## src/hw/rtl/fta_pkg.sv

```systemverilog
`timescale 1ns / 1ps
// shared types and constants for the frame time averager
package fta_pkg;

  localparam int DATA_W = 64;
  localparam int RATE_W = 32;
  localparam int OP_W   = 2;

  localparam logic [RATE_W-1:0] TPS_RESET = 32'd10000000;

  // event codes
  localparam logic [OP_W-1:0] OP_TICK  = 2'd0;
  localparam logic [OP_W-1:0] OP_STOP  = 2'd1;
  localparam logic [OP_W-1:0] OP_START = 2'd2;
  localparam logic [OP_W-1:0] OP_RESET = 2'd3;

  typedef logic [DATA_W-1:0] ticks_t;
  typedef logic [RATE_W-1:0] rate_t;
  typedef logic [OP_W-1:0]   op_t;

  // sequencer to window store controls
  typedef struct packed {
    logic rd_oldest;
    logic push;
  } win_ctrl_t;

endpackage

```

## src/hw/rtl/fta_window.sv

```systemverilog
`timescale 1ns / 1ps
// ring buffer of frame deltas with fill count and running window sum
module fta_window #(
  parameter int DEPTH = 64,
  parameter int CNT_W = 7,
  parameter int SUM_W = 71,
  parameter int PTR_W = 6
) (
  input  logic                clk,
  input  logic                rst_n,
  input  fta_pkg::win_ctrl_t  ctrl,
  input  fta_pkg::ticks_t     din,
  output logic [CNT_W-1:0]    cnt,
  output logic [SUM_W-1:0]    sum
);

  fta_pkg::ticks_t   mem [DEPTH];
  fta_pkg::ticks_t   old_r;
  logic [PTR_W-1:0]  wr_ptr_r;
  logic [PTR_W-1:0]  wr_ptr_nxt;
  logic [CNT_W-1:0]  cnt_r;
  logic [SUM_W-1:0]  sum_r;
  logic [SUM_W-1:0]  sum_nxt;
  logic              full;

  assign full = (cnt_r == CNT_W'(DEPTH));

  // once full, the write slot holds the oldest entry
  assign wr_ptr_nxt = (wr_ptr_r == PTR_W'(DEPTH - 1)) ? '0 : wr_ptr_r + 1'b1;
  assign sum_nxt    = sum_r + SUM_W'(din) - (full ? SUM_W'(old_r) : '0);

  // memory port: read oldest ahead of a push, write newest on push
  always_ff @(posedge clk) begin
    if (ctrl.rd_oldest) begin
      old_r <= mem[wr_ptr_r];
    end
    if (ctrl.push) begin
      mem[wr_ptr_r] <= din;
    end
  end

  // pointer, fill count and window sum
  always_ff @(posedge clk) begin
    if (!rst_n) begin
      wr_ptr_r <= '0;
      cnt_r    <= '0;
      sum_r    <= '0;
    end else if (ctrl.push) begin
      wr_ptr_r <= wr_ptr_nxt;
      sum_r    <= sum_nxt;
      if (!full) begin
        cnt_r <= cnt_r + 1'b1;
      end
    end
  end

  assign cnt = cnt_r;
  assign sum = sum_r;

`ifndef ASSERT_OFF
  a_cnt_bound: assert property (@(posedge clk) disable iff (!rst_n)
    cnt_r <= CNT_W'(DEPTH))
    else $error("window fill count above depth");

  a_full_holds: assert property (@(posedge clk) disable iff (!rst_n)
    ctrl.push && full |=> cnt_r == CNT_W'(DEPTH))
    else $error("fill count moved on a full push");

  a_push_sum: assert property (@(posedge clk) disable iff (!rst_n)
    ctrl.push && !full |=> sum_r == $past(sum_r) + SUM_W'($past(din)))
    else $error("window sum not advanced by new delta");
`endif

endmodule

```

## config.mk

```make
export PLATFORM = sky130hd
export DESIGN_NAME = fta_window
export DESIGN_NICKNAME = d
export VERILOG_FILES = /design/src/hw/rtl/fta_pkg.sv /design/src/hw/rtl/fta_window.sv
export SDC_FILE = /design/constraint.sdc
export NUM_CORES = 2
export LEC_CHECK = 0
export ABC_AREA = 1
export BUFFER_PORTS_ARGS = -buffer_cell sky130_fd_sc_hd__buf_2
export CORE_MARGIN = 2
export CORE_UTILIZATION = 45
export CTS_BUF_LIST = sky130_fd_sc_hd__clkbuf_4 sky130_fd_sc_hd__clkbuf_8
export CTS_CLUSTER_DIAMETER = 50
export CTS_CLUSTER_SIZE = 14
export DETAILED_ROUTE_END_ITERATION = 10
export PLACE_DENSITY_LB_ADDON = 0.2
export SYNTH_ARGS = -nofsm -noshare
export SYNTH_HDL_FRONTEND = slang
export SYNTH_SLANG_ARGS = --single-unit
export TNS_END_PERCENT = 100
```

## constraint.sdc

```tcl
create_clock -name clk -period 10.93 [get_ports clk]
set_input_delay 2.186 -clock clk [delete_from_list [all_inputs] [get_ports clk]]
set_output_delay 2.186 -clock clk [all_outputs]
set_load 0.02 [all_outputs]
```

==> run summary <==
Antenna-violating nets left - 0
Buffers inserted by post-CTS timing repair - 0
Cell taking the most area after synthesis - edfxtp_1
DP HPWL - 332 mm
Max_slew headroom - 11.3%
Ys flop type - edfxtp_1
DRC Markers - 0
Core area - 0.365 mm²
Overall track demand over capacity in global routing - 30.7%
Worst skew pair latency - 1.17 ns
Sum of buffers and inverters on the critical path - 4
Die ar. - 0.370 mm²
Clock sink count - 4244
Tmin final - 5.95 ns
Max Buffers Root-to-Sink - 4
CTS tree - done
DR WL/cell - 33.1 µm
Ys Warns - 0
Largest net degree at the start of global routing - 120
Worst setup EP type - flop
Combinational family with the most area after synthesis - simple AND/OR/NAND/NOR gates
Clock Skews - 0.115 ns
Starting Density - 45.1%
Worst slew pin tran - 1.33 ns
Drt total wl - 579 mm
Root Driver - clkbuf_8
Fin. Hold Viols - 0
R2R Setup Slk - 4.98 ns
First-pass DRT Iterations - 8
Vias in the first global route - 99800
Most frequent cells in the layout - edfxtp_1 (4160), nand2_1 (3528), inv_1 (824)
Reg-to-Reg End - old_r[53]$_DFFE_PP_
DIE HEIGHT - 609 µm
Fin crit share - 54.4%
Worst hold path class - flop to flop
Max Cap Violations - 0
Startpoint Class - flop
Compound-Gate Fraction of Synth Area - 6.61%
Via density - 6.05
Cts repair resizes - 0
RePlAce Congestion - 0.901
Critical-path top delay cell - buf_4
Final TNS setup - 0 ns
Initial antenna violation count - 57
Rows - 222
Crit-path leading delay family - buffers and inverters
Reg2reg start - wr_ptr_r[0]$_SDFFE_PN0P_
First-pass GRT wire length - 799 mm
Leak pwr - 63.2 nW
Post-synthesis sequential area ratio - 77.0%
R2R cell count - 13
Crit path arrival time - 6.81 ns
Final Net Count - 12500
Yosys cell types - 44
Crit-path cells - inv_1, nor2_4, buf_4, buf_4, buf_12, nand2_1, o21ai_0, a221oi_1, nand2_1, nand2_1, nand2_1, nor2_1, nand2_1
Simple-gate share of the synthesized area - 11.6%
Worst setup path class - flop to flop
H-tree depth - 5
Share of the synthesized area in the top cell type - 75.9%
# IOs - 146
Slew Viols, Final - 0
Chip width - 609 µm
Crit-path most repeated cell - nand2_1
CTS buffer count - 431
CP Data Required Time - 11.79 ns
Max VDD drop - 0.000114 V
Number of synthesized register bits - 4244
Fraction of layout cells with a size suffix above 1 - 9.97%
Top post-synthesis cells by area - edfxtp_1 (76%), nand2_1 (8.1%), a22oi_1 (2.3%), a221oi_1 (2.2%), inv_1 (1.9%)
Via count - 106000
RSZ-0062 raised after global routing - no
Clk slew on worst S/H paths - 0.08 ns
Pwr/cell area - 181 mW/mm²
Setup Viol. Count Final - 0
Quantity of hold-fixing buffers added after cts - 0
Hold Path End - cnt[0]$_SDFFE_PN0P_
Total grt overflow - 0
Post-synthesis adder-cell area fraction - 1.34%
Largest fanout on the critical path - 98
Largest stage delay, worst path - 1.01 ns
Commonest non-fill, non-tap cell in the layout - edfxtp_1
Cells after Synth - 12000
Fmax - 168 MHz
Number of synthesized flops with an enable pin - 4160
Count of port buffers added during placement - 145
Syn nets - 12200
Synth async-reset ratio - 0%
Area Growth Syn to Fin - 10.7%
Post-Layout Cell Count - 17500
Xor/xnor cell area share of the yosys netlist - 0.186%
Proportion of synthesized area in mux cells - 0%
Syn avg cell area - 13.7 µm²
Initial DRC count - 16100
Status - complete, no violations
Worst Hold Depth - 1
Worst Setup SP - wr_ptr_r[0]$_SDFFE_PN0P_
Post-synthesis cell area - 0.165 mm²
Placed cells - 16700
Hold_sp - cnt[0]$_SDFFE_PN0P_
==> final cells by class <==
cell class | instances | area, µm²
fill | 31100 | 183000
sequential | 4244 | 127000
multi-input combinational | 6357 | 33000
clock buffer | 480 | 6340
tap | 4816 | 6030
clock inverter | 292 | 3590
timing repair buffer | 443 | 3320
inverter | 836 | 3180
antenna | 16 | 40.0
==> Yosys cell counts, types with 3 or more instances <==
master,instances
o21bai_1,7
a21o_1,3
buf_6,4
o31ai_1,34
o21ai_0,188
nand2_1,3529
buf_4,8
edfxtp_1,4160
inv_1,824
nand4_1,428
ha_1,74
a22oi_1,499
o211ai_1,12
xnor2_1,4
fa_1,64
buf_2,237
nand3_1,195
buf_1,49
o2111ai_1,18
inv_2,10
nor2_2,3
dfxtp_1,84
a221oi_1,414
nor2_1,490
a32o_1,7
o21ai_1,5
nor4_1,6
nor3_1,26
a21oi_1,213
a22o_1,85
and3_1,6
clkbuf_1,234
a221oi_2,4
xor2_1,31
==> worst max path at each step <==
stage	endpoint	cells after the start	slack, ns
after detailed placement	sum[65]$_SDFFE_PN0P_	19	4.85
after global routing	old_r[53]$_DFFE_PP_	13	5.10
after floorplan	mem[15][0]$_DFFE_PP_	4	3.20
after CTS	old_r[53]$_DFFE_PP_	13	5.25
after global placement	sum[66]$_SDFFE_PN0P_	19	4.87
final	old_r[53]$_DFFE_PP_	13	4.98
==> metal layers <==
metal	track usage, %	vias up	routed length, µm
met1	43.8	54000	230000
met3	6.74	953	68400
met4	9.99	22	21200
li1	-	44100	-
met5	0.504	-	414
met2	47.0	6776	260000
==> metrics by stage <==
step / instance area, µm² / setup WS (ns) / utilization (%) / hold slack (ns) / power (mW)
after floorplan: 165000 / 3.20 / - / 0.518 / 20.2
after global placement: 172000 / 4.87 / 47.2 / 0.484 / 21.8
after detailed placement: 172000 / 4.85 / 47.2 / 0.525 / 21.7
after CTS: 182000 / 5.25 / 49.9 / 0.538 / 33.0
after global routing: 182000 / 5.10 / 49.9 / 0.568 / 34.0
final: 182000 / 4.98 / 49.9 / 0.548 / 33.0
==> cell families after synthesis <==
family          count (synthesis)
simple gates                 4692
flops                        4244
compound gates               1492
buf+inv                      1368
fa+ha+maj                     138
xor+xnor                       35
==> registers in the layout, summed over array words and instances, names as in the netlist <==
name,count
wr_ptr_r,6
sum,71
cnt,7
mem,4096
old_r,64
==> power breakdown <==
part           internal [mW]  switching [mW]
Sequential              18.0           0.111
Combinational          0.863            2.47
Clock                   5.68            5.90
Total                   24.5            8.48
==> worst register-to-register path, delay by kind of cell (launching register included) <==
family / cells / cell delay, ns
simple gates: 7 / 1.36
buf+inv: 4 / 3.16
compound gates: 2 / 0.17
flops: 1 / 0.96
Power figures use the tool's default switching activity.
