File: src/hw/rtl/fta_div.sv
`timescale 1ns / 1ps
// restoring divider, one quotient bit per cycle
module fta_div #(
  parameter int DW = 71,
  parameter int NW = 7
) (
  input  logic           clk,
  input  logic           rst_n,
  input  logic           start,
  input  logic [DW-1:0]  dividend,
  input  logic [NW-1:0]  divisor,
  output logic           busy,
  output logic           done,
  output logic [DW-1:0]  quotient
);

  localparam int STEP_W = $clog2(DW + 1);

  logic              busy_r;
  logic              done_r;
  logic [STEP_W-1:0] step_r;
  logic [DW-1:0]     dvd_r;
  logic [NW-1:0]     dvs_r;
  logic [NW-1:0]     rem_r;
  logic [NW:0]       rem_sh;
  logic [NW:0]       rem_nxt;
  logic              ge;

  // shift in the next dividend bit and try a subtract
  assign rem_sh  = {rem_r, dvd_r[DW-1]};
  assign ge      = (rem_sh >= {1'b0, dvs_r});
  assign rem_nxt = ge ? (rem_sh - {1'b0, dvs_r}) : rem_sh;

  // datapath: quotient bits fill dvd_r from the bottom
  always_ff @(posedge clk) begin
    if (start) begin
      dvd_r <= dividend;
      dvs_r <= divisor;
      rem_r <= '0;
    end else if (busy_r) begin
      dvd_r <= {dvd_r[DW-2:0], ge};
      rem_r <= rem_nxt[NW-1:0];
    end
  end

  // step control
  always_ff @(posedge clk) begin
    if (!rst_n) begin
      busy_r <= 1'b0;
      done_r <= 1'b0;
      step_r <= '0;
    end else begin
      done_r <= 1'b0;
      if (start) begin
        busy_r <= 1'b1;
        step_r <= STEP_W'(DW - 1);
      end else if (busy_r) begin
        if (step_r == '0) begin
          busy_r <= 1'b0;
          done_r <= 1'b1;
        end else begin
          step_r <= step_r - 1'b1;
        end
      end
    end
  end

  assign busy     = busy_r;
  assign done     = done_r;
  assign quotient = dvd_r;

`ifndef ASSERT_OFF
  a_no_restart: assert property (@(posedge clk) disable iff (!rst_n)
    start |-> !busy_r)
    else $error("divider started while busy");

  a_done_idle: assert property (@(posedge clk) disable iff (!rst_n)
    done_r |-> !busy_r)
    else $error("divider done while still stepping");

  a_rem_below: assert property (@(posedge clk) disable iff (!rst_n)
    busy_r && !start |-> rem_r < dvs_r)
    else $error("divider remainder not below divisor");
`endif

endmodule

File: config.mk
export PLATFORM = sky130hd
export DESIGN_NAME = fta_div
export DESIGN_NICKNAME = d
export VERILOG_FILES = /design/src/hw/rtl/fta_div.sv
export SDC_FILE = /design/constraint.sdc
export NUM_CORES = 1
export LEC_CHECK = 0
export BUFFER_PORTS_ARGS = -buffer_cell sky130_fd_sc_hd__buf_2
export CORE_UTILIZATION = 50
export DETAILED_ROUTE_END_ITERATION = 16
export GPL_ROUTABILITY_DRIVEN = 0
export PLACE_DENSITY = 0.8
export SKIP_CTS_REPAIR_TIMING = 1
export SYNTH_ARGS = -nofsm -noshare
export SYNTH_HDL_FRONTEND = slang
export SYNTH_SLANG_ARGS = --single-unit
File: constraint.sdc
create_clock -name clk -period 3.15 [get_ports clk]
set_clock_uncertainty 0.2 [all_clocks]
set_input_delay 0.1575 -clock clk [delete_from_list [all_inputs] [get_ports clk]]
set_output_delay 0.1575 -clock clk [all_outputs]
set_load 0.05 [all_outputs]
==> run_results.csv, run 1 <==
group,metric,value,unit
grt,grt_remaining_overflow,0,
clocking,cts_buffer_count,9,
layout,n_antenna_cell,0,
timing,setup_repair_after_global_routing_missed_its_margin,"false",
logic_synthesis,yosys.area.top_type_share,53.12,%
placed_design,place.detailed.hpwl,6793,microns
grt,grt_max_degree,34,
logic_synthesis,synth-seq-area-share,60.39,%
detailed_routing,dr.pass1.iters,4,
floorplanning,io_pins,154,
grt,first_global_vias,2960,
grt,grt_first_pass_wirelength,14310,microns
timing,final_min_period_over_clock_period,79.06,%
grt,grt_antenna_before_repair,0,
floorplanning,chipWidth,95.91,microns
logic_synthesis,synth-seq-cells,94,
critical_path,worstSetupEndpointType,"flop",
grt,grt_use_total,20.93,%
floorplanning,floorplan.initialDensity,52.60,%
floorplanning,row_count,33,
logic_synthesis,postSynthCellCount,303,
clocking,ctsHtreeMaxLevel,3,
clocking,cts_tree,"yes",
grt,grt.busiest_layer,"met2",
timing,worstMarginPinSlew,0.6445,ns
layout,fin_cells,645,
clocking,clk_root_buffer_cell,"sky130_fd_sc_hd__clkbuf_8",
floorplanning,fp.dieArea,9198,sq um
placed_design,io_buffers,153,
grt,grt_use_met3,6.793,%
clocking,path_clk_slew,0.09,ns
detailed_routing,post_drt_via_cell_ratio,5.307,
timing,finalCriticalPeriod,2.490,ns
logic_synthesis,synthesized_cell_area,4409,sq um
logic_synthesis,synth_edf_count,78,
logic_synthesis,yosysUniqueCellTypes,52,
outcome,run_status,"completed",
worst_hold_path,holdCritPathClass,"input pin to flop",
layout,layout-drive-gt1-share,46.85,%
critical_path,cp_data_arrival_time,2.55,ns
critical_path,startpoint_type,"flop",
floorplanning,floorplan.core_area,8382,sq um
layout,fin_nets,625,
detailed_routing,routed-via-count,3423,
power_and_ir_drop,irDropWorstVdd,331.9,uV
timing,highest_attainable_clock_frequency,401.5,MHz
timing,setup_viol_count_final,0,
clocking,clkSinkCount,94,
timing,finalHoldViolCount,0,
logic_synthesis,yosys-top-cells-area,"sky130_fd_sc_hd__edfxtp_1 (53%), sky130_fd_sc_hd__mux2_2 (18%), sky130_fd_sc_hd__dfxtp_1 (7.3%), sky130_fd_sc_hd__ha_1 (2.3%), sky130_fd_sc_hd__inv_1 (1.1%)",
detailed_routing,drt.antenna.violating_nets,0,
run,timing.max_cap.violations,0,
detailed_routing,initialDrtViolationCount,107,
floorplanning,die_h,95.91,microns
detailed_routing,drc_violations_left,0,
layout,layout-area-overhead-vs-synth,42.54,%
logic_synthesis,ys_warn_count,0,
placed_design,placedCellCount,550,
logic_synthesis,synth_flop_cell,"sky130_fd_sc_hd__edfxtp_1",
timing,final-max-slew-violation-count,0,
clocking,buffer_levels_on_the_longest_clock_path,2,
timing,finalSetupTns,0,ns
placed_design,dpl_worst_slack,0.6763,ns
logic_synthesis,synth_fp_nets,393,
grt,met2_usage,33.93,%
detailed_routing,routedWlPerCell,17.55,microns
logic_synthesis,synth.largest_area_cell,"sky130_fd_sc_hd__edfxtp_1",
logic_synthesis,postSynthAreaPerCell,14.55,sq um
timing,final.setup.worst_slack,0.6596,ns
critical_path,critical_path_required,3.21,ns
logic_synthesis,asyncSetResetFlopFracSynth,0,%
power_and_ir_drop,leakagePower,0.002635,uW
timing,timing.hold.ws,0.06356,ns
detailed_routing,routed_wl,11320,microns
critical_path,critPathKind,"flop to flop",
timing,slew_headroom,57.03,%
grt,gr-usage-met1,26.46,%
clocking,clk-insertion-delay-late,0.34,ns
critical_path,worst-path-max-fanout,9,
critical_path,regToRegSetupSlack,0.66,ns
power_and_ir_drop,p_per_area,533.3,nW/um^2
-- through the flow --
| step | total power, uW | utilization, % | instance area [sq um] |
|---|---|---|---|
| floorplan | 2190 | - | 4409 |
| global placement | 2379 | 62.92 | 5274 |
| detailed placement | 2396 | 62.92 | 5274 |
| CTS | 3267 | 65.55 | 5494 |
| global route | 3470 | 74.98 | 6285 |
| finish | 3352 | 74.98 | 6285 |
-- cells in the final DEF, fill, tap and decap left out, drive strengths merged, types with 4 or more instances in the layout --
| cell type | n |
|---|---|
| buf | 158 |
| dlygate4sd3 | 79 |
| edfxtp | 78 |
| mux2 | 70 |
| dfxtp | 16 |
| inv | 14 |
| nor2 | 12 |
| o21ai | 10 |
| clkbuf | 9 |
| ha | 8 |
| and3 | 6 |
| nor2b | 5 |
| nor3b | 5 |
| nand2b | 4 |
| nand2 | 4 |
| a41oi | 4 |
| or2 | 4 |
-- kinds of logic after synthesis --
| kind of cell | count (synthesis) | synth area share (%) |
|---|---|---|
| adder cells (fa/ha/maj) | 9 | 2.724 |
| buffers and inverters | 29 | 3.036 |
| XOR/XNOR | 6 | 1.192 |
| multiplexers | 71 | 18.10 |
| flip-flops | 94 | 60.39 |
| AND/OR/NAND/NOR | 51 | 6.839 |
| AO/OA/AOI/OAI | 43 | 7.718 |
-- Yosys cell counts, types with 2 or more instances --
cell                        instances
sky130_fd_sc_hd__a211oi_1           2
sky130_fd_sc_hd__o31ai_1            3
sky130_fd_sc_hd__a31oi_1            2
sky130_fd_sc_hd__and3_1             6
sky130_fd_sc_hd__buf_4              2
sky130_fd_sc_hd__buf_6              2
sky130_fd_sc_hd__nand4_1            2
sky130_fd_sc_hd__nor3b_1            5
sky130_fd_sc_hd__a41oi_1            4
sky130_fd_sc_hd__edfxtp_1          78
sky130_fd_sc_hd__nand2b_1           4
sky130_fd_sc_hd__ha_1               8
sky130_fd_sc_hd__xor2_1             3
sky130_fd_sc_hd__a21oi_1            3
sky130_fd_sc_hd__nor2b_1            5
sky130_fd_sc_hd__mux2_2            70
sky130_fd_sc_hd__buf_2              2
sky130_fd_sc_hd__o2111ai_1          2
sky130_fd_sc_hd__clkbuf_1           9
sky130_fd_sc_hd__nand3b_1           2
sky130_fd_sc_hd__xnor2_1            3
sky130_fd_sc_hd__o21a_1             3
sky130_fd_sc_hd__nor2_1            12
sky130_fd_sc_hd__a311oi_2           2
sky130_fd_sc_hd__o21ai_0            9
sky130_fd_sc_hd__dfxtp_1           16
sky130_fd_sc_hd__a21boi_0           2
sky130_fd_sc_hd__nand2_1            4
sky130_fd_sc_hd__or2_2              3
sky130_fd_sc_hd__inv_1             13
-- sequential cells by signal (all words and copies together) (netlist names) --
signal and flops:
busy 1, done 1, dvs_r 7, quotient 71, rem_r 7, step_r 7
-- power breakdown --
group	total [uW]	internal (uW)	switching, uW	leakage, uW
Combinational	899	317	583	0.00162
Sequential	1570	1500	72.8	0.000913
Clock	883	449	434	0.000103
-- worst paths after layout --
check,startpoint,endpoint,depth (start not counted)
worst max-delay path,quotient[70]$_DFFE_PP_,rem_r[3]$_SDFFE_PP0P_,7
worst min-delay path,start,dvs_r[4]$_DFFE_PP_,1
worst max register to register,quotient[70]$_DFFE_PP_,rem_r[3]$_SDFFE_PP0P_,7
worst min register to register,rem_r[1]$_SDFFE_PP0P_,rem_r[2]$_SDFFE_PP0P_,2
-- routing by layer --
metal	wire [microns]	up-vias
met5	0	-
met4	219	0
met3	763	16
met2	5739	132
met1	4597	1664
li1	-	1611
-- worst max-delay path: stages (launching register included) --
cell and delay (ns):
sky130_fd_sc_hd__edfxtp_1 0.36, sky130_fd_sc_hd__inv_1 0.07, sky130_fd_sc_hd__ha_1 0.23, sky130_fd_sc_hd__fa_1 0.40
sky130_fd_sc_hd__nand2b_1 0.18, sky130_fd_sc_hd__a211o_1 0.38, sky130_fd_sc_hd__and3_1 0.32, sky130_fd_sc_hd__o31ai_1 0.28
-- layout make-up --
cell class	instances	area (sq um)
inverter	13	48.80
fill	519	2097
clock buffer	9	123.9
tap	105	131.4
multi-input combinational	180	1613
sequential	94	2663
timing repair buffer	237	1609
clock inverter	7	96.34
(Power assumes the default switching activity.)
==> inputs of run 2 (changes only) <==
==> constraint.sdc (replaced) <==
create_clock -name clk -period 2.5 [get_ports clk]
set_clock_uncertainty 0.2 [all_clocks]
set_input_delay 0.125 -clock clk [delete_from_list [all_inputs] [get_ports clk]]
set_output_delay 0.125 -clock clk [all_outputs]
set_load 0.05 [all_outputs]
==> run 2 against run 1 <==
Against the previous run:
- combinational power is 28% higher
- global-route usage is 0.074 points higher
- count of clock-buffer cells in the layout stayed put
- non-clock buffer count is 3 higher
- total power is 23% higher
- clock power is 12% higher
- die area stayed put
- via count hardly changed
- utilization is 0.25 points higher
- cell area is 0.34% higher
- sequential share of layout area is 0.14 points lower
- critical endpoint is now rem_r[2]$_SDFFE_PP0P_
- largest cell class unchanged
==> run_results.csv, run 2 (synthesis results as in run 1) <==
group,metric,value,unit
critical_path,r2r_cells,6,
layout,layout.cells.most_common,"sky130_fd_sc_hd__buf_2",
timing,final_min_period_over_clock_period,92.70,%
grt,grt_antenna_before_repair,0,
worst_hold_path,min_delay_worst_endpoint,"dvs_r[5]$_DFFE_PP_",
outcome,run_status,"completed",
floorplanning,row_count,33,
critical_path,worst-path-max-fanout,9,
grt,gr-usage-met1,24.53,%
floorplanning,floorplan.core_area,8382,sq um
layout,layout-area-overhead-vs-synth,43.02,%
timing,setup_repair_after_global_routing_missed_its_margin,"false",
grt,grt_use_total,21.01,%
power_and_ir_drop,irDropWorstVdd,541.0,uV
run,timing.max_cap.violations,0,
layout,layout-drive-gt1-share,47.79,%
layout,fin_nets,628,
critical_path,worstSetupEndpointType,"flop",
layout,n_antenna_cell,0,
worst_hold_path,worst_hold_path.num_cells,2,
timing,worstMarginPinSlew,0.3919,ns
grt,grt_max_degree,38,
detailed_routing,routed-via-count,3420,
critical_path,regToRegSetupSlack,0.18,ns
clocking,clkSinkCount,94,
grt,first_global_vias,3077,
layout,flip_flop_count_of_the_largest_register_after_layout,71,
clocking,cts_buffer_count,9,
critical_path,path_buf_inv,0,
critical_path,critPathKind,"flop to flop",
floorplanning,die_h,95.91,microns
grt,grt_use_met3,6.082,%
critical_path,cp_data_arrival_time,2.38,ns
power_and_ir_drop,leakagePower,0.002641,uW
timing,slew_headroom,73.84,%
floorplanning,floorplan.initialDensity,52.60,%
floorplanning,chipWidth,95.91,microns
detailed_routing,drc_violations_left,0,
timing,final-max-slew-violation-count,0,
grt,met2_usage,36.13,%
detailed_routing,routed_wl,11450,microns
detailed_routing,post_drt_via_cell_ratio,5.286,
floorplanning,io_pins,154,
critical_path,regToRegEndpoint,"rem_r[2]$_SDFFE_PP0P_",
clocking,clk_root_buffer_cell,"sky130_fd_sc_hd__clkbuf_8",
critical_path,cp_top_family,"compound AO/OA/AOI/OAI gates",
placed_design,place.detailed.hpwl,6806,microns
clocking,cts_tree,"yes",
clocking,clk-insertion-delay-late,0.36,ns
timing,final.setup.worst_slack,0.1826,ns
placed_design,dpl_worst_slack,0.2269,ns
detailed_routing,drt.antenna.violating_nets,0,
power_and_ir_drop,p_per_area,651.9,nW/um^2
worst_hold_path,worst_hold_startpoint,"divisor[5]",
floorplanning,fp.dieArea,9198,sq um
timing,highest_attainable_clock_frequency,431.5,MHz
timing,finalHoldViolCount,0,
grt,grt_remaining_overflow,0,
timing,finalCriticalPeriod,2.317,ns
critical_path,timing.critical_path.slowest_stage_cell,"sky130_fd_sc_hd__edfxtp_1",
timing,setup_viol_count_final,0,
clocking,path_clk_slew,0.09,ns
detailed_routing,routedWlPerCell,17.70,microns
detailed_routing,initialDrtViolationCount,116,
clocking,ctsHtreeMaxLevel,3,
timing,finalSetupTns,0,ns
critical_path,launching_point_of_the_worst_reg2reg_path,"dvs_r[0]$_DFFE_PP_",
grt,grt_first_pass_wirelength,14270,microns
grt,grt.busiest_layer,"met2",
clocking,buffer_levels_on_the_longest_clock_path,2,
placed_design,io_buffers,153,
power_and_ir_drop,post-layout-total-power,4111,uW
detailed_routing,dr.pass1.iters,4,
critical_path,crit_path_max_incr_delay,0.43,ns
critical_path,startpoint_type,"flop",
critical_path,path_cells,"ha_4, fa_2, nand2b_4, a211o_1, and3_4, a311oi_2",
critical_path,critical_path_required,2.56,ns
worst_hold_path,holdCritPathClass,"input pin to flop",
layout,most_used_cells_in_the_layout_excluding_fill_and_tap_cells,"sky130_fd_sc_hd__buf_2 (152), sky130_fd_sc_hd__dlygate4sd3_1 (80), sky130_fd_sc_hd__edfxtp_1 (78), sky130_fd_sc_hd__mux2_2 (70), sky130_fd_sc_hd__dfxtp_1 (16)",
run 2: cell type report:
| class | instances | area [sq um] |
|---|---|---|
| repair buffers | 240 | 1634 |
| clock inverters | 6 | 62.56 |
| flip-flops and latches | 94 | 2663 |
| well taps | 105 | 131.4 |
| clock buffers | 9 | 123.9 |
| multi-input cells | 180 | 1643 |
| fillers | 522 | 2076 |
| inverters | 13 | 48.80 |
run 2: routing by layer:
layer  part of all wire (%)  wire [microns]  vias to the layer above
li1                       -               -                     1626
met1                     40            4567                     1666
met2                     52            5995                      111
met3                    5.4             618                       17
met4                    2.4             271                        0
met5                      0               0                        -
run 2: stage by stage:
stage | hold slack [ns] | std cells | utilization [%] | area (sq um)
2_1_floorplan | 0.02387 | 303 | - | 4439
3_3_place_gp | 0.1029 | 552 | 63.46 | 5319
3_5_place_dp | 0.1031 | 552 | 63.46 | 5319
4_1_cts | -0.2780 | 567 | 65.68 | 5505
5_1_grt | 0.2660 | 647 | 75.24 | 6306
6_report | 0.2748 | 647 | 75.24 | 6306
run 2: worst max-delay path by stage:
| stage | start | to | slack (ns) | depth (start not counted) |
|---|---|---|---|---|
| floorplan | quotient[70]$_DFFE_PP_ | rem_r[0]$_SDFFE_PP0P_ | -0.09 | 9 |
| global placement | dvs_r[0]$_DFFE_PP_ | rem_r[0]$_SDFFE_PP0P_ | 0.30 | 6 |
| detailed placement | dvs_r[0]$_DFFE_PP_ | rem_r[0]$_SDFFE_PP0P_ | 0.23 | 6 |
| CTS | dvs_r[0]$_DFFE_PP_ | rem_r[0]$_SDFFE_PP0P_ | 0.20 | 6 |
| global route | dvs_r[0]$_DFFE_PP_ | rem_r[2]$_SDFFE_PP0P_ | 0.11 | 6 |
| finish | dvs_r[0]$_DFFE_PP_ | rem_r[2]$_SDFFE_PP0P_ | 0.18 | 6 |
run 2: power by group:
group	switching (uW)	total (uW)	internal, uW
Combinational	740	1150	410
Clock	532	988	456
Sequential	88.5	1970	1880
==> inputs of run 3 (changes only) <==
--- a/config.mk
+++ b/config.mk
@@ -9,7 +9,7 @@
 export CORE_UTILIZATION = 50
 export DETAILED_ROUTE_END_ITERATION = 16
 export GPL_ROUTABILITY_DRIVEN = 0
-export PLACE_DENSITY = 0.8
+export PLACE_DENSITY = 0.84
 export SKIP_CTS_REPAIR_TIMING = 1
 export SYNTH_ARGS = -nofsm -noshare
 export SYNTH_HDL_FRONTEND = slang
==> constraint.sdc (replaced) <==
create_clock -name clk -period 2.34 [get_ports clk]
set_clock_uncertainty 0.2 [all_clocks]
set_input_delay 0.117 -clock clk [delete_from_list [all_inputs] [get_ports clk]]
set_output_delay 0.117 -clock clk [all_outputs]
set_load 0.05 [all_outputs]
==> run 3 against run 2 <==
Against the previous run:
- sequential power up 7%
- utilization is 0.18 points higher
- critical endpoint is now rem_r[0]$_SDFFE_PP0P_
- non-clock buffer count shrank 1
==> run_results.csv, run 3 (synthesis results as in run 1) <==
group,metric,value,unit
placed_design,place.detailed.hpwl,7115,microns
detailed_routing,drc_violations_left,0,
timing,slew_headroom,72.25,%
layout,layout.cells.most_common,"sky130_fd_sc_hd__buf_2",
clocking,path_clk_slew,0.09,ns
critical_path,launching_point_of_the_worst_reg2reg_path,"dvs_r[0]$_DFFE_PP_",
power_and_ir_drop,share_clk_of_total_power,26.0,%
layout,fin_cells,646,
run,timing.max_cap.violations,0,
critical_path,cp_data_arrival_time,2.38,ns
power_and_ir_drop,p_per_area,714.3,nW/um^2
power_and_ir_drop,internal-power,3046,uW
power_and_ir_drop,share_of_total_power_consumed_by_net_switching,32.52,%
detailed_routing,dr.pass1.iters,4,
placed_design,placedCellCount,552,
clocking,buffer_levels_on_the_longest_clock_path,2,
layout,flip_flop_count_of_the_largest_register_after_layout,71,
critical_path,worstSetupEndpointType,"flop",
critical_path,critical_path_required,2.40,ns
power_and_ir_drop,sequential_cell_fraction_of_total_power,46.6,%
floorplanning,die_h,95.91,microns
clocking,clk_root_buffer_cell,"sky130_fd_sc_hd__clkbuf_8",
floorplanning,fp.dieArea,9198,sq um
grt,grt_use_total,21.77,%
grt,grt_max_degree,54,
timing,finalCriticalPeriod,2.324,ns
detailed_routing,routed-via-count,3477,
critical_path,worst-path-max-fanout,9,
layout,fin_nets,627,
critical_path,cp-startpoint,"dvs_r[0]$_DFFE_PP_",
floorplanning,io_pins,154,
grt,grt_remaining_overflow,0,
grt,grt_first_pass_wirelength,14820,microns
floorplanning,row_count,33,
detailed_routing,drt.antenna.violating_nets,0,
detailed_routing,routedWlPerCell,18.01,microns
critical_path,startpoint_type,"flop",
power_and_ir_drop,power.share.combinational,27.3,%
clocking,clkSinkCount,94,
worst_hold_path,holdCritPathClass,"input pin to flop",
timing,finalHoldViolCount,0,
detailed_routing,routed_wl,11630,microns
clocking,cts_tree,"yes",
placed_design,io_buffers,153,
power_and_ir_drop,irDropWorstVdd,485.1,uV
floorplanning,floorplan.core_area,8382,sq um
detailed_routing,post_drt_via_cell_ratio,5.382,
timing,highest_attainable_clock_frequency,430.3,MHz
power_and_ir_drop,leakagePower,0.002647,uW
grt,first_global_vias,3121,
timing,worstMarginPinSlew,0.4163,ns
timing,setup_viol_count_final,0,
clocking,ctsHtreeMaxLevel,3,
clocking,cts_buffer_count,9,
detailed_routing,initialDrtViolationCount,124,
critical_path,critPathKind,"flop to flop",
layout,stdcell_area,6321,sq um
floorplanning,floorplan.initialDensity,52.60,%
power_and_ir_drop,p_sw,1468,uW
layout,num-fill-cells,531,
placed_design,dpl-instance-area,5319,sq um
worst_hold_path,worst_hold_startpoint,"start",
timing,final-max-slew-violation-count,0,
grt,grt_antenna_before_repair,0,
clocking,clk-insertion-delay-late,0.35,ns
floorplanning,chipWidth,95.91,microns
layout,most_used_cells_in_the_layout_excluding_fill_and_tap_cells,"sky130_fd_sc_hd__buf_2 (152), sky130_fd_sc_hd__dlygate4sd3_1 (79), sky130_fd_sc_hd__edfxtp_1 (78), sky130_fd_sc_hd__mux2_2 (70), sky130_fd_sc_hd__dfxtp_1 (16)",
layout,layout-area-overhead-vs-synth,43.36,%
layout,n_antenna_cell,0,
outcome,run_status,"completed",
layout,layout-drive-gt1-share,47.87,%
timing,final_min_period_over_clock_period,99.32,%
run 3: cell count changes in the layout (fill, tap and decap cells not counted), sizes merged:
cell	previous run	this run
inv	14	13
bufinv	1	2
dlygate4sd3	80	79
run 3: path summary, 6_finish.rpt:
| path | end | slack [ns] | cells past startpoint |
|---|---|---|---|
| setup / recovery | rem_r[0]$_SDFFE_PP0P_ | 0.02 | 6 |
| hold / removal | quotient[24]$_DFFE_PP_ | 0.12 | 2 |
| setup reg to reg | rem_r[0]$_SDFFE_PP0P_ | 0.02 | 6 |
| hold reg to reg | step_r[6]$_SDFFE_PN0P_ | 0.34 | 2 |
run 3: power groups by stage:
stage	combinational, uW	clock, uW	sequential (uW)
finish	1230	1180	2110
global route	1300	1240	2130
CTS	1110	1190	2100
detailed placement	1110	0	2130
global placement	1090	0	2130
floorplan	359	0	2600
run 3: worst max-delay path: stages (launching register included):
cell and delay, ns:
sky130_fd_sc_hd__edfxtp_1 0.43, sky130_fd_sc_hd__ha_4 0.19, sky130_fd_sc_hd__fa_2 0.35, sky130_fd_sc_hd__nand2b_4 0.15, sky130_fd_sc_hd__a211o_1 0.38, sky130_fd_sc_hd__and3_4 0.26
sky130_fd_sc_hd__a311oi_2 0.27
run 3: routing by layer:
metal | track usage [%] | share of wire [%] | up-vias
li1 | - | - | 1625
met1 | 25.94 | 38 | 1688
met2 | 38.21 | 53 | 138
met3 | 6.872 | 5.7 | 26
met4 | 5.473 | 2.8 | 0
met5 | 0 | 0 | -
run 3: stage by stage:
stage,TNS (ns),util (%),hold WS [ns],worst slack (ns),power (uW)
final,0,75.41,0.1187,0.01596,4515
after global routing,-0.07549,75.41,0.1152,-0.03100,4666
after CTS,0,65.98,-0.2791,0.05978,4405
after detailed placement,0,63.46,0.09530,0.09118,3246
after global placement,0,63.46,0.09520,0.1414,3217
after floorplan,-1.302,-,0.01587,-0.2461,2959
run 3: area by class of cell:
type | count | area [sq um] | area share, %
Timing Repair Buffer | 239 | 1624 | 25.69
Sequential cell | 94 | 2663 | 42.12
Inverter | 13 | 48.80 | 0.7720
Tap cell | 105 | 131.4 | 2.078
Multi-Input combinational cell | 180 | 1643 | 25.99
Clock buffer | 9 | 123.9 | 1.960
Clock inverter | 6 | 87.58 | 1.386
